`src/hdl/beq_pkg.sv`:
```
// ----------------------------------------------------------------------------
// beq_pkg
// Shared types and constants of the cascaded biquad equalizer.
// ----------------------------------------------------------------------------
`timescale 1ns / 1ps

package beq_pkg;

    // Fixed widths of the item fields and delay state, and coefficients per band
    localparam int COEF_BITS      = 32;
    localparam int COEFS_PER_BAND = 5;
    localparam int DELAY_BITS     = 48;
    localparam int BAND_SEL_BITS  = 3;
    localparam int COEF_SEL_BITS  = 3;

    // Item kinds
    localparam logic MODE_SAMPLE = 1'b0;
    localparam logic MODE_COEF   = 1'b1;

    // Coefficient slots of one band, in store order
    typedef enum logic [2:0] {
        C_B0  = 3'd0,
        C_B1  = 3'd1,
        C_B2  = 3'd2,
        C_NA1 = 3'd3,
        C_NA2 = 3'd4
    } t_coef;

    // Tag that travels with a coefficient read through the datapath
    typedef struct packed {
        logic  vld;
        t_coef k;
    } t_tag;

endpackage

```
`src/hdl/beq_if.sv`:
```
// ----------------------------------------------------------------------------
// beq_if
// Valid/ready channels of the equalizer: input items and result items.
// ----------------------------------------------------------------------------
`timescale 1ns / 1ps

interface beq_in_if #(
    parameter int SAMPLE_BITS = 24
);
    import beq_pkg::*;

    logic                          valid;
    logic                          ready;
    logic                          mode;
    logic signed [SAMPLE_BITS-1:0] sample_in;
    logic                          block_end_in;
    logic [BAND_SEL_BITS-1:0]      band_sel;
    logic [COEF_SEL_BITS-1:0]      coef_sel;
    logic signed [COEF_BITS-1:0]   coef_value;

    modport source (
        output valid, mode, sample_in, block_end_in, band_sel, coef_sel, coef_value,
        input  ready
    );

    modport sink (
        input  valid, mode, sample_in, block_end_in, band_sel, coef_sel, coef_value,
        output ready
    );
endinterface

interface beq_out_if #(
    parameter int SAMPLE_BITS = 24
);
    logic                          valid;
    logic                          ready;
    logic signed [SAMPLE_BITS-1:0] sample_out;
    logic                          block_end_out;

    modport source (
        output valid, sample_out, block_end_out,
        input  ready
    );

    modport sink (
        input  valid, sample_out, block_end_out,
        output ready
    );
endinterface

```
`src/hdl/cascaded_biquad_equalizer.sv`:
```
// ----------------------------------------------------------------------------
// cascaded_biquad_equalizer
// Sample items are processed one at a time: the input is ready only while idle
// and is ready again as the result goes valid.
// Reset: coefficients flat (b0 one), delays zero, enable set.
// ----------------------------------------------------------------------------
`timescale 1ns / 1ps

module cascaded_biquad_equalizer #(
    parameter int BANDS          = 6,
    parameter int SAMPLE_BITS    = 24,
    parameter int COEF_FRAC_BITS = 28
) (
    input  logic        i_clk,
    input  logic        i_rst_n,
    input  logic        i_cfg_we,
    input  logic        i_cfg_wdata,
    beq_in_if.sink      i_item,
    beq_out_if.source   o_result
);
    import beq_pkg::*;

    localparam int BW = $clog2(BANDS > 1 ? BANDS : 2);
    localparam int CW = $clog2(BANDS + 1);

    localparam logic [1:0] S_IDLE  = 2'd0;
    localparam logic [1:0] S_RUN   = 2'd1;
    localparam logic [1:0] S_DRAIN = 2'd2;

    logic [1:0]                    r_state;
    logic [1:0]                    n_state;
    logic [CW-1:0]                 r_band;
    logic [CW-1:0]                 n_band;
    t_coef                         r_k;
    t_coef                         n_k;
    logic                          r_enable;
    logic                          r_blk;
    logic                          r_out_vld;
    logic signed [SAMPLE_BITS-1:0] r_out_sample;
    logic                          r_out_blk;

    logic                          in_acc;
    logic                          smp_acc;
    logic                          coef_wr;
    logic                          band_live;
    logic                          flat;
    logic                          done;
    logic                          out_take;
    logic                          mac_busy;
    t_tag                          issue;
    t_tag                          rd_tag;
    logic [BW-1:0]                 rd_band;
    logic signed [COEF_BITS-1:0]   coef;
    logic signed [SAMPLE_BITS-1:0] x;

    // handshake decode
    always_comb begin
        in_acc    = i_item.valid && i_item.ready;
        smp_acc   = in_acc && (i_item.mode == MODE_SAMPLE);
        coef_wr   = in_acc && (i_item.mode == MODE_COEF);
        band_live = (r_band != CW'(BANDS));
        issue.vld = (r_state == S_RUN) && band_live && !flat;
        issue.k   = r_k;
        out_take  = r_out_vld && o_result.ready;
        done      = (r_state == S_DRAIN) && !mac_busy && (!r_out_vld || o_result.ready);
    end

    // sequencer: walk bands and coefficient slots, skip flat bands
    always_comb begin
        n_state = r_state;
        n_band  = r_band;
        n_k     = r_k;
        unique case (r_state)
            S_IDLE: begin
                if (smp_acc) begin
                    n_band  = '0;
                    n_k     = C_B0;
                    n_state = r_enable ? S_RUN : S_DRAIN;
                end
            end
            S_RUN: begin
                if (!band_live) begin
                    n_state = S_DRAIN;
                end else if (flat) begin
                    n_band = r_band + CW'(1);
                end else if (r_k == C_NA2) begin
                    n_k    = C_B0;
                    n_band = r_band + CW'(1);
                end else begin
                    n_k = t_coef'(r_k + 3'd1);
                end
            end
            S_DRAIN: begin
                if (done) begin
                    n_state = S_IDLE;
                end
            end
            default: n_state = S_IDLE;
        endcase
    end

    // control registers
    always_ff @(posedge i_clk) begin
        if (!i_rst_n) begin
            r_state   <= S_IDLE;
            r_band    <= '0;
            r_k       <= C_B0;
            r_enable  <= 1'b1;
            r_out_vld <= 1'b0;
        end else begin
            r_state <= n_state;
            r_band  <= n_band;
            r_k     <= n_k;
            if (i_cfg_we) begin
                r_enable <= i_cfg_wdata;
            end
            if (done) begin
                r_out_vld <= 1'b1;
            end else if (out_take) begin
                r_out_vld <= 1'b0;
            end
        end
    end

    // item payload and output register
    always_ff @(posedge i_clk) begin
        if (smp_acc) begin
            r_blk <= i_item.block_end_in;
        end
        if (done) begin
            r_out_sample <= x;
            r_out_blk    <= r_blk;
        end
    end

    beq_coef #(
        .BANDS          (BANDS),
        .COEF_FRAC_BITS (COEF_FRAC_BITS)
    ) u_coef (
        .i_clk       (i_clk),
        .i_rst_n     (i_rst_n),
        .i_wr_en     (coef_wr),
        .i_wr_band   (i_item.band_sel),
        .i_wr_sel    (i_item.coef_sel),
        .i_wr_value  (i_item.coef_value),
        .i_rd_tag    (issue),
        .i_rd_band   (r_band[BW-1:0]),
        .o_tag       (rd_tag),
        .o_band      (rd_band),
        .o_coef      (coef),
        .i_flat_band (r_band[BW-1:0]),
        .o_flat      (flat)
    );

    beq_mac #(
        .BANDS          (BANDS),
        .SAMPLE_BITS    (SAMPLE_BITS),
        .COEF_FRAC_BITS (COEF_FRAC_BITS)
    ) u_mac (
        .i_clk    (i_clk),
        .i_rst_n  (i_rst_n),
        .i_tag    (rd_tag),
        .i_band   (rd_band),
        .i_coef   (coef),
        .i_load   (smp_acc),
        .i_sample (i_item.sample_in),
        .o_x      (x),
        .o_busy   (mac_busy)
    );

    assign i_item.ready           = (r_state == S_IDLE);
    assign o_result.valid         = r_out_vld;
    assign o_result.sample_out    = r_out_sample;
    assign o_result.block_end_out = r_out_blk;

endmodule

```
`src/hdl/beq_ram.sv`:
```
// ----------------------------------------------------------------------------
// beq_ram
// Generic single-write, single-read RAM with registered read data.
// ----------------------------------------------------------------------------
`timescale 1ns / 1ps

module beq_ram #(
    parameter int WIDTH = 32,
    parameter int DEPTH = 30
) (
    input  logic                                   i_clk,
    input  logic                                   i_we,
    input  logic [$clog2(DEPTH > 1 ? DEPTH : 2)-1:0] i_waddr,
    input  logic [WIDTH-1:0]                       i_wdata,
    input  logic [$clog2(DEPTH > 1 ? DEPTH : 2)-1:0] i_raddr,
    output logic [WIDTH-1:0]                       o_rdata
);

    logic [WIDTH-1:0] r_mem [DEPTH];
    logic [WIDTH-1:0] r_rdata;

    // one write port, one registered read port
    always_ff @(posedge i_clk) begin
        if (i_we) begin
            r_mem[i_waddr] <= i_wdata;
        end
        r_rdata <= r_mem[i_raddr];
    end

    assign o_rdata = r_rdata;

endmodule

```
`src/hdl/beq_coef.sv`:
```
// ----------------------------------------------------------------------------
// beq_coef
// Coefficient store: RAM plus per-entry written and flat-match bits.
// Unwritten entries read as the flat reset value (b0 one, others zero).
// ----------------------------------------------------------------------------
`timescale 1ns / 1ps

module beq_coef #(
    parameter int BANDS          = 6,
    parameter int COEF_FRAC_BITS = 28
) (
    input  logic                                     i_clk,
    input  logic                                     i_rst_n,
    // write side
    input  logic                                     i_wr_en,
    input  logic [beq_pkg::BAND_SEL_BITS-1:0]        i_wr_band,
    input  logic [beq_pkg::COEF_SEL_BITS-1:0]        i_wr_sel,
    input  logic signed [beq_pkg::COEF_BITS-1:0]     i_wr_value,
    // read side
    input  beq_pkg::t_tag                            i_rd_tag,
    input  logic [$clog2(BANDS > 1 ? BANDS : 2)-1:0] i_rd_band,
    output beq_pkg::t_tag                            o_tag,
    output logic [$clog2(BANDS > 1 ? BANDS : 2)-1:0] o_band,
    output logic signed [beq_pkg::COEF_BITS-1:0]     o_coef,
    // flat query
    input  logic [$clog2(BANDS > 1 ? BANDS : 2)-1:0] i_flat_band,
    output logic                                     o_flat
);
    import beq_pkg::*;

    localparam int BW    = $clog2(BANDS > 1 ? BANDS : 2);
    localparam int NCOEF = BANDS * COEFS_PER_BAND;
    localparam int AW    = $clog2(NCOEF);
    localparam int IXW   = AW + 3;
    localparam logic signed [COEF_BITS-1:0] COEF_ONE = COEF_BITS'(1) << COEF_FRAC_BITS;

    logic [NCOEF-1:0]             r_written;
    logic [NCOEF-1:0]             r_match;
    t_tag                         r_tag;
    logic [BW-1:0]                r_band;
    logic                         r_rd_written;
    logic [IXW-1:0]               wr_ix;
    logic [IXW-1:0]               rd_ix;
    logic [IXW-1:0]               fl_ix;
    logic [AW-1:0]                wr_addr;
    logic [AW-1:0]                rd_addr;
    logic                         wr_ok;
    logic signed [COEF_BITS-1:0]  wr_default;
    logic [COEF_BITS-1:0]         ram_q;

    // address decode: entry = band * 5 + slot
    always_comb begin
        wr_ix      = IXW'(i_wr_band) * IXW'(COEFS_PER_BAND) + IXW'(i_wr_sel);
        rd_ix      = IXW'(i_rd_band) * IXW'(COEFS_PER_BAND) + IXW'(i_rd_tag.k);
        fl_ix      = IXW'(i_flat_band) * IXW'(COEFS_PER_BAND);
        wr_addr    = wr_ix[AW-1:0];
        rd_addr    = rd_ix[AW-1:0];
        wr_ok      = i_wr_en && (32'(i_wr_band) < BANDS) && (32'(i_wr_sel) < COEFS_PER_BAND);
        wr_default = (i_wr_sel == COEF_SEL_BITS'(C_B0)) ? COEF_ONE : '0;
    end

    // band is flat when all five of its entries hold the flat value
    assign o_flat = &r_match[fl_ix[AW-1:0] +: COEFS_PER_BAND];

    beq_ram #(
        .WIDTH (COEF_BITS),
        .DEPTH (NCOEF)
    ) u_ram (
        .i_clk   (i_clk),
        .i_we    (wr_ok),
        .i_waddr (wr_addr),
        .i_wdata (i_wr_value),
        .i_raddr (rd_addr),
        .o_rdata (ram_q)
    );

    // control: entry status bits and read tag
    always_ff @(posedge i_clk) begin
        if (!i_rst_n) begin
            r_written <= '0;
            r_match   <= '1;
            r_tag     <= '0;
        end else begin
            if (wr_ok) begin
                r_written[wr_addr] <= 1'b1;
                r_match[wr_addr]   <= (i_wr_value == wr_default);
            end
            r_tag <= i_rd_tag;
        end
    end

    // read side payload, aligned with the RAM output
    always_ff @(posedge i_clk) begin
        r_band       <= i_rd_band;
        r_rd_written <= r_written[rd_addr];
    end

    assign o_tag  = r_tag;
    assign o_band = r_band;
    assign o_coef = r_rd_written ? signed'(ram_q)
                                 : ((r_tag.k == C_B0) ? COEF_ONE : '0);

endmodule

```
`src/hdl/beq_mac.sv`:
```
// ----------------------------------------------------------------------------
// beq_mac
// Shared multiply / round / accumulate unit with the biquad delay state.
// Tags from the coefficient store steer each product to its destination.
// ----------------------------------------------------------------------------
`timescale 1ns / 1ps

module beq_mac #(
    parameter int BANDS          = 6,
    parameter int SAMPLE_BITS    = 24,
    parameter int COEF_FRAC_BITS = 28
) (
    input  logic                                     i_clk,
    input  logic                                     i_rst_n,
    input  beq_pkg::t_tag                            i_tag,
    input  logic [$clog2(BANDS > 1 ? BANDS : 2)-1:0] i_band,
    input  logic signed [beq_pkg::COEF_BITS-1:0]     i_coef,
    input  logic                                     i_load,
    input  logic signed [SAMPLE_BITS-1:0]            i_sample,
    output logic signed [SAMPLE_BITS-1:0]            o_x,
    output logic                                     o_busy
);
    import beq_pkg::*;

    localparam int BW = $clog2(BANDS > 1 ? BANDS : 2);
    localparam int DF = ((43 - SAMPLE_BITS) < COEF_FRAC_BITS) ? (43 - SAMPLE_BITS)
                                                             : COEF_FRAC_BITS;
    localparam int PS = COEF_FRAC_BITS - DF;
    localparam int PW = COEF_BITS + SAMPLE_BITS;
    localparam int AW = PW + 2;
    localparam logic signed [AW-1:0] HALF_P = (AW'(1) << PS) >> 1;
    localparam logic signed [AW-1:0] HALF_Y = (AW'(1) << DF) >> 1;
    localparam logic signed [AW-1:0] YMAX   = (AW'(1) << (SAMPLE_BITS - 1)) - AW'(1);
    localparam logic signed [AW-1:0] YMIN   = ~YMAX;
    localparam logic signed [AW-1:0] DMAX   = (AW'(1) << (DELAY_BITS - 1)) - AW'(1);
    localparam logic signed [AW-1:0] DMIN   = ~DMAX;

    logic signed [PW-1:0]          r_prod;
    t_tag                          r_pr_tag;
    logic [BW-1:0]                 r_pr_band;
    logic signed [AW-1:0]          r_acc_y;
    logic signed [AW-1:0]          r_acc1;
    logic signed [AW-1:0]          r_acc2;
    logic                          r_ys_vld;
    logic signed [SAMPLE_BITS-1:0] r_x;
    logic signed [DELAY_BITS-1:0]  r_s1 [BANDS];
    logic signed [DELAY_BITS-1:0]  r_s2 [BANDS];

    logic signed [AW-1:0]          rnd;
    logic signed [AW-1:0]          s1_cur;
    logic signed [AW-1:0]          s2_cur;
    logic signed [AW-1:0]          sum1;
    logic signed [AW-1:0]          sum2;
    logic signed [AW-1:0]          y_rnd;
    logic signed [SAMPLE_BITS-1:0] y_sat;

    function automatic logic signed [DELAY_BITS-1:0] sat_delay(
        input logic signed [AW-1:0] v
    );
        logic signed [AW-1:0] c;
        c = (v > DMAX) ? DMAX : ((v < DMIN) ? DMIN : v);
        return c[DELAY_BITS-1:0];
    endfunction

    // product rounding, delay sums and band output
    always_comb begin
        rnd    = (AW'(r_prod) + HALF_P) >>> PS;
        s1_cur = AW'(r_s1[r_pr_band]);
        s2_cur = AW'(r_s2[r_pr_band]);
        sum1   = r_acc1 + rnd;
        sum2   = r_acc2 + rnd;
        y_rnd  = (r_acc_y + HALF_Y) >>> DF;
        if (y_rnd > YMAX) begin
            y_sat = YMAX[SAMPLE_BITS-1:0];
        end else if (y_rnd < YMIN) begin
            y_sat = YMIN[SAMPLE_BITS-1:0];
        end else begin
            y_sat = y_rnd[SAMPLE_BITS-1:0];
        end
    end

    // control: stage valids and delay state
    always_ff @(posedge i_clk) begin
        if (!i_rst_n) begin
            r_pr_tag <= '0;
            r_ys_vld <= 1'b0;
            for (int b = 0; b < BANDS; b++) begin
                r_s1[b] <= '0;
                r_s2[b] <= '0;
            end
        end else begin
            r_pr_tag <= i_tag;
            r_ys_vld <= r_pr_tag.vld && (r_pr_tag.k == C_B0);
            if (r_pr_tag.vld && (r_pr_tag.k == C_NA1)) begin
                r_s1[r_pr_band] <= sat_delay(sum1);
            end
            if (r_pr_tag.vld && (r_pr_tag.k == C_NA2)) begin
                r_s2[r_pr_band] <= sat_delay(sum2);
            end
        end
    end

    // datapath: multiply, accumulate, running sample
    always_ff @(posedge i_clk) begin
        r_prod    <= PW'(i_coef) * PW'(r_x);
        r_pr_band <= i_band;
        if (r_pr_tag.vld) begin
            unique case (r_pr_tag.k)
                C_B0:    r_acc_y <= rnd + s1_cur;
                C_B1:    r_acc1  <= rnd + s2_cur;
                C_B2:    r_acc2  <= rnd;
                C_NA1,
                C_NA2:   ;
                default: ;
            endcase
        end
        // x feeds b0..b2 of a band, then takes that band's y for na1, na2 and the next band
        if (i_load) begin
            r_x <= i_sample;
        end else if (r_ys_vld) begin
            r_x <= y_sat;
        end
    end

    assign o_x    = r_x;
    assign o_busy = i_tag.vld | r_pr_tag.vld | r_ys_vld;

endmodule
```
`src/flat_wrapper.sv`:
```
// flat-port wrapper written by rule: the top's interface ports become plain ports
module cascaded_biquad_equalizer_flat import beq_pkg::*;
#(
    parameter int BANDS          = 6,
    parameter int SAMPLE_BITS    = 24,
    parameter int COEF_FRAC_BITS = 28
)
  (i_clk, i_rst_n, i_cfg_we, i_cfg_wdata, i_item_valid, i_item_mode, i_item_sample_in, i_item_block_end_in, i_item_band_sel, i_item_coef_sel, i_item_coef_value, i_item_ready, o_result_valid, o_result_sample_out, o_result_block_end_out, o_result_ready);
  beq_in_if #(.SAMPLE_BITS(SAMPLE_BITS)) i_item_i ();
  beq_out_if #(.SAMPLE_BITS(SAMPLE_BITS)) o_result_i ();
  input  logic i_clk;
  input  logic i_rst_n;
  input  logic i_cfg_we;
  input  logic i_cfg_wdata;
  input wire logic [$bits(i_item_i.valid)-1:0] i_item_valid;
  input wire logic [$bits(i_item_i.mode)-1:0] i_item_mode;
  input wire logic [$bits(i_item_i.sample_in)-1:0] i_item_sample_in;
  input wire logic [$bits(i_item_i.block_end_in)-1:0] i_item_block_end_in;
  input wire logic [$bits(i_item_i.band_sel)-1:0] i_item_band_sel;
  input wire logic [$bits(i_item_i.coef_sel)-1:0] i_item_coef_sel;
  input wire logic [$bits(i_item_i.coef_value)-1:0] i_item_coef_value;
  output wire logic [$bits(i_item_i.ready)-1:0] i_item_ready;
  output wire logic [$bits(o_result_i.valid)-1:0] o_result_valid;
  output wire logic [$bits(o_result_i.sample_out)-1:0] o_result_sample_out;
  output wire logic [$bits(o_result_i.block_end_out)-1:0] o_result_block_end_out;
  input wire logic [$bits(o_result_i.ready)-1:0] o_result_ready;
  assign i_item_i.valid = i_item_valid;
  assign i_item_i.mode = i_item_mode;
  assign i_item_i.sample_in = i_item_sample_in;
  assign i_item_i.block_end_in = i_item_block_end_in;
  assign i_item_i.band_sel = i_item_band_sel;
  assign i_item_i.coef_sel = i_item_coef_sel;
  assign i_item_i.coef_value = i_item_coef_value;
  assign i_item_ready = i_item_i.ready;
  assign o_result_valid = o_result_i.valid;
  assign o_result_sample_out = o_result_i.sample_out;
  assign o_result_block_end_out = o_result_i.block_end_out;
  assign o_result_i.ready = o_result_ready;
  cascaded_biquad_equalizer #(.BANDS(BANDS), .SAMPLE_BITS(SAMPLE_BITS), .COEF_FRAC_BITS(COEF_FRAC_BITS)) u_core (.i_clk(i_clk), .i_rst_n(i_rst_n), .i_cfg_we(i_cfg_we), .i_cfg_wdata(i_cfg_wdata), .i_item(i_item_i), .o_result(o_result_i));
endmodule
```
`config.mk`:
```
export PLATFORM = sky130hd
export DESIGN_NAME = cascaded_biquad_equalizer_flat
export DESIGN_NICKNAME = d
export VERILOG_FILES = /design/src/hdl/beq_pkg.sv /design/src/hdl/beq_if.sv /design/src/hdl/cascaded_biquad_equalizer.sv /design/src/hdl/beq_ram.sv /design/src/hdl/beq_coef.sv /design/src/hdl/beq_mac.sv /design/src/flat_wrapper.sv
export SDC_FILE = /design/constraint.sdc
export NUM_CORES = 2
export LEC_CHECK = 0
export BUFFER_PORTS_ARGS = -buffer_cell sky130_fd_sc_hd__buf_2
export CAP_MARGIN = 30
export CORE_MARGIN = 1.5
export CORE_UTILIZATION = 55
export DETAILED_ROUTE_END_ITERATION = 16
export GPL_TIMING_DRIVEN = 0
export PLACE_DENSITY_LB_ADDON = 0.05
export SLEW_MARGIN = 25
export SYNTH_ARGS = -nofsm -noshare
export SYNTH_HDL_FRONTEND = slang
export SYNTH_SLANG_ARGS = --single-unit
```
`constraint.sdc`:
```
create_clock -name i_clk -period 7.2 [get_ports i_clk]
set_clock_uncertainty 0.05 [all_clocks]
set_input_delay 2.16 -clock i_clk [delete_from_list [all_inputs] [get_ports i_clk]]
set_output_delay 2.16 -clock i_clk [all_outputs]
set_load 0.05 [all_outputs]
```
==> out/qor.yml <==
status: "complete, but fails checks"
violations: "setup timing"
synthFlopType: "edfxtp_1"
synth_area_leaders: "edfxtp_1 (48%), fa_1 (13%), mux4_2 (9.2%)"
yosysWarnings: 0
cpMaxStageDelayCell: "clkbuf_1"
antenna_found_initial: 23
die_area_um2: 219000
hold_violations: 0
worst_pin_slew_ns: 1.12
drt_iter0_markers: 9638
r2r-end: "u_core.u_mac.r_prod[53]"
cp-end-kind: "flop"
setup_violations: 19
via_per_inst: 6.35
synth_top_cells_by_count: "edfxtp_1 (1906), inv_1 (834), fa_1 (787)"
crit_path_cell_trace: "clkbuf_1 -> and3_1 -> fa_2 -> fa_1 -> fa_1 -> fa_1 -> fa_1 -> fa_1 -> inv_1 -> fa_1 -> inv_4 -> ha_4 -> buf_4 -> a21oi_1 -> nor2_1 -> a211oi_2 -> o21ai_0 -> a211oi_2 -> buf_4 -> a2111oi_4 -> o311ai_4 -> nand2b_1 -> a21oi_2 -> xnor2_2"
postLayoutCoreUtil_pct: 63.9
tritoncts: "done"
drc: 0
holdPathStages: 0
start_util_pct: 55.4
wl_per_cell_um: 31.7
finalCritPeriodShare_pct: 107
clkSinkCount: 2072
peakVddDrop_uv: 283
p_leak_nw: 53.2
rsz0062_at_grt: "yes"
cts.clk_slew.worst_paths_ns: 0.06
syn_area_um2: 119000
hold_path.class: "flop to flop"
ys_seq_area_share_pct: 50.9
ys_ff_latch: 2072
grt_pass1_wl_um: 557000
cpMostUsedCell: "fa_1"
syn_area_per_cell_um2: 13.6
vias: 78500
worstPathRequired_ns: 7.89
relSlewSlack_pct: 25.2
rr_worst_depth: 24
fp.dieH_um: 468
io_pins: 97
cts_buffers: 208
fin_cells: 12400
rr_startpoint: "u_core.u_coef.u_ram.o_rdata[11]"
maxCapViolCount: 0
rows: 170
dpl.hpwl_um: 295000
cp.buffers_inverters: 5
fin_ws_ns: -0.532
synth_cell_types: 102
async_flop_share_pct: 0
clk_latency_ns: 0.89
ant_nets: 0
ff2ff_setup_slack_ns: -0.53
powerDensity_nw_per_um2: 240
area_growth_pct: 15.4
grt_max_degree: 36
yosys.area.top_type: "edfxtp_1"
yosysMostFrequentCell: "edfxtp_1"
hp-start: "u_core.u_coef.o_band[1]"
arrival_ns: 8.43
io_buffer_count: 95
crit_fanout: 10
hold_end: "u_core.u_mac.r_pr_band[1]"
firstDrtPassIters: 6
synth_top_area_share_pct: 48.1
drt-total-wl_um: 392000
fillCellCount: 16000
clock-root-buffer: "clkbuf_16"
layout.nets: 10600
grtUsageTotal_pct: 36.0
placedCellCount: 11800
htreeDepth: 4
grt_pass1_vias: 78500
drv_slew: 0
die_w_um: 468
total_power_mw: 32.9
path_class: "flop to flop"
synth-edff-count: 1906
cpLargestDelayFamily: "adder cells"
core-area_um2: 215000
slowest_delay_ns: 0.69
start_kind: "flop"
synthesis.nets: 9953
cts_buffer_depth: 3
gp_congestion: 1.01
max_freq_ghz: 0.129
pre_cts_ws_ns: -2.69
syn_inst: 8739
drive_above_1_share_pct: 21.3
period_needed_ns: 7.73
grt_overflow: 0
==> routing by layer <==
metal / global-route usage, % / vias up / routed length [µm]
met1: 51.3 / 40700 / 157000
met4: 14.1 / 12 / 18300
met5: 0 / - / 87
met2: 54.3 / 4237 / 175000
met3: 7.88 / 770 / 40800
li1: - / 32700 / -
==> placed cells by master, fill, tap and decap left out, types with 41 or more instances in the layout <==
cell,Yosys,routed
a21o_1,153,153
a21oi_1,266,250
a21oi_2,38,53
and3_1,402,385
buf_12,0,55
buf_16,0,66
buf_2,18,159
buf_4,3,153
buf_6,24,58
clkbuf_1,380,236
clkbuf_16,0,240
clkbuf_2,0,112
dfxtp_1,166,158
edfxtp_1,1906,1906
fa_1,787,743
fa_2,0,44
ha_1,357,329
inv_1,834,807
mux2_2,170,170
mux2i_1,53,53
mux4_2,488,488
nand2_1,615,594
nand2b_1,46,45
nand3_1,86,86
nand4_1,61,61
nor2_1,577,544
nor2b_1,44,43
nor3_1,59,49
o211ai_1,41,41
o21a_1,50,50
o21ai_0,360,350
xnor2_1,185,139
xnor2_2,0,42
xor2_1,104,83
==> how the worst max path moves through the flow <==
| stage | from | endpoint | depth (start not counted) | slack [ns] |
|---|---|---|---|---|
| finish | u_core.u_coef.u_ram.o_rdata[11] | u_core.u_mac.r_prod[53] | 24 | -0.53 |
| global route | u_core.u_coef.r_rd_written | u_core.u_mac.r_prod[53] | 29 | -0.57 |
| CTS | u_core.u_coef.r_rd_written | u_core.u_mac.r_prod[55] | 25 | -0.42 |
| detailed placement | u_core.u_coef.r_rd_written | u_core.u_mac.r_prod[53] | 25 | -2.69 |
| global placement | i_rst_n | u_core.u_mac.r_s2[6][42] | 4 | -3.83 |
| floorplan | u_core.u_coef.r_rd_written | u_core.u_mac.r_prod[55] | 25 | 0.003 |
==> power breakdown <==
| group | total [mW] | leakage [nW] | internal [mW] | switching (mW) |
|---|---|---|---|---|
| clock | 11.0 | 3.34 | 6.24 | 4.81 |
| combinational | 8.14 | 30.9 | 2.72 | 5.42 |
| sequential | 13.7 | 18.9 | 13.5 | 0.229 |
| total | 32.9 | 53.2 | 22.5 | 10.5 |
==> stage by stage <==
step	hold slack (ns)	setup TNS, ns	instance area [µm²]
final	0.272	-4.55	137000
after CTS	0.281	-3.86	137000
after global routing	0.280	-6.73	137000
after floorplan	0.260	0	119000
after detailed placement	0.268	-146.10	127000
after global placement	0.267	-1772.10	123000
==> final cells by class <==
cell class	instances	area, µm²	area share [%]
Buffer	466	3000	2.18
Timing Repair Buffer	404	5000	3.64
Clock buffer	278	5660	4.12
Sequential cell	2072	60600	44.1
Clock inverter	110	1270	0.927
Tap cell	2838	3550	2.59
Multi-Input combinational cell	5348	55100	40.1
Antenna cell	9	22.5	0.0164
Inverter	837	3150	2.30
==> logic make-up after synthesis <==
logic type,after synthesis,share of synthesized area [%]
adder cells (fa/ha/maj),1145,17.0
AO/OA/AOI/OAI,1169,6.18
buffers and inverters,1319,4.34
flip-flops,2072,50.9
XOR/XNOR,289,2.13
multiplexers,712,11.3
AND/OR/NAND/NOR,2033,8.12
==> state kept, by name, summed over array words and instances (netlist names), 2 cells and up <==
register and cells:
u_core.o_result.sample_out 24, u_core.r_band 3, u_core.r_k 3, u_core.r_state 2
u_core.u_coef.o_band 3, u_core.u_coef.o_tag 4, u_core.u_coef.r_match 30, u_core.u_coef.r_written 30
u_core.u_coef.u_ram.o_rdata 32, u_core.u_coef.u_ram.r_mem 960, u_core.u_mac.o_x 24, u_core.u_mac.r_acc1 49
u_core.u_mac.r_acc2 48, u_core.u_mac.r_acc_y 31, u_core.u_mac.r_pr_band 3, u_core.u_mac.r_pr_tag 4
u_core.u_mac.r_prod 48, u_core.u_mac.r_s1 384, u_core.u_mac.r_s2 384
==> what timing repair did <==
action / in CTS / in global routing
pin swaps: 91 / 88
hold buffers: 0 / 0
cloned: 5 / 0
setup buffers: 78 / 48
endpoints found under the setup margin: 378 / 674
gates resized for setup: 490 / 144
Power figures use the tool's default switching activity.
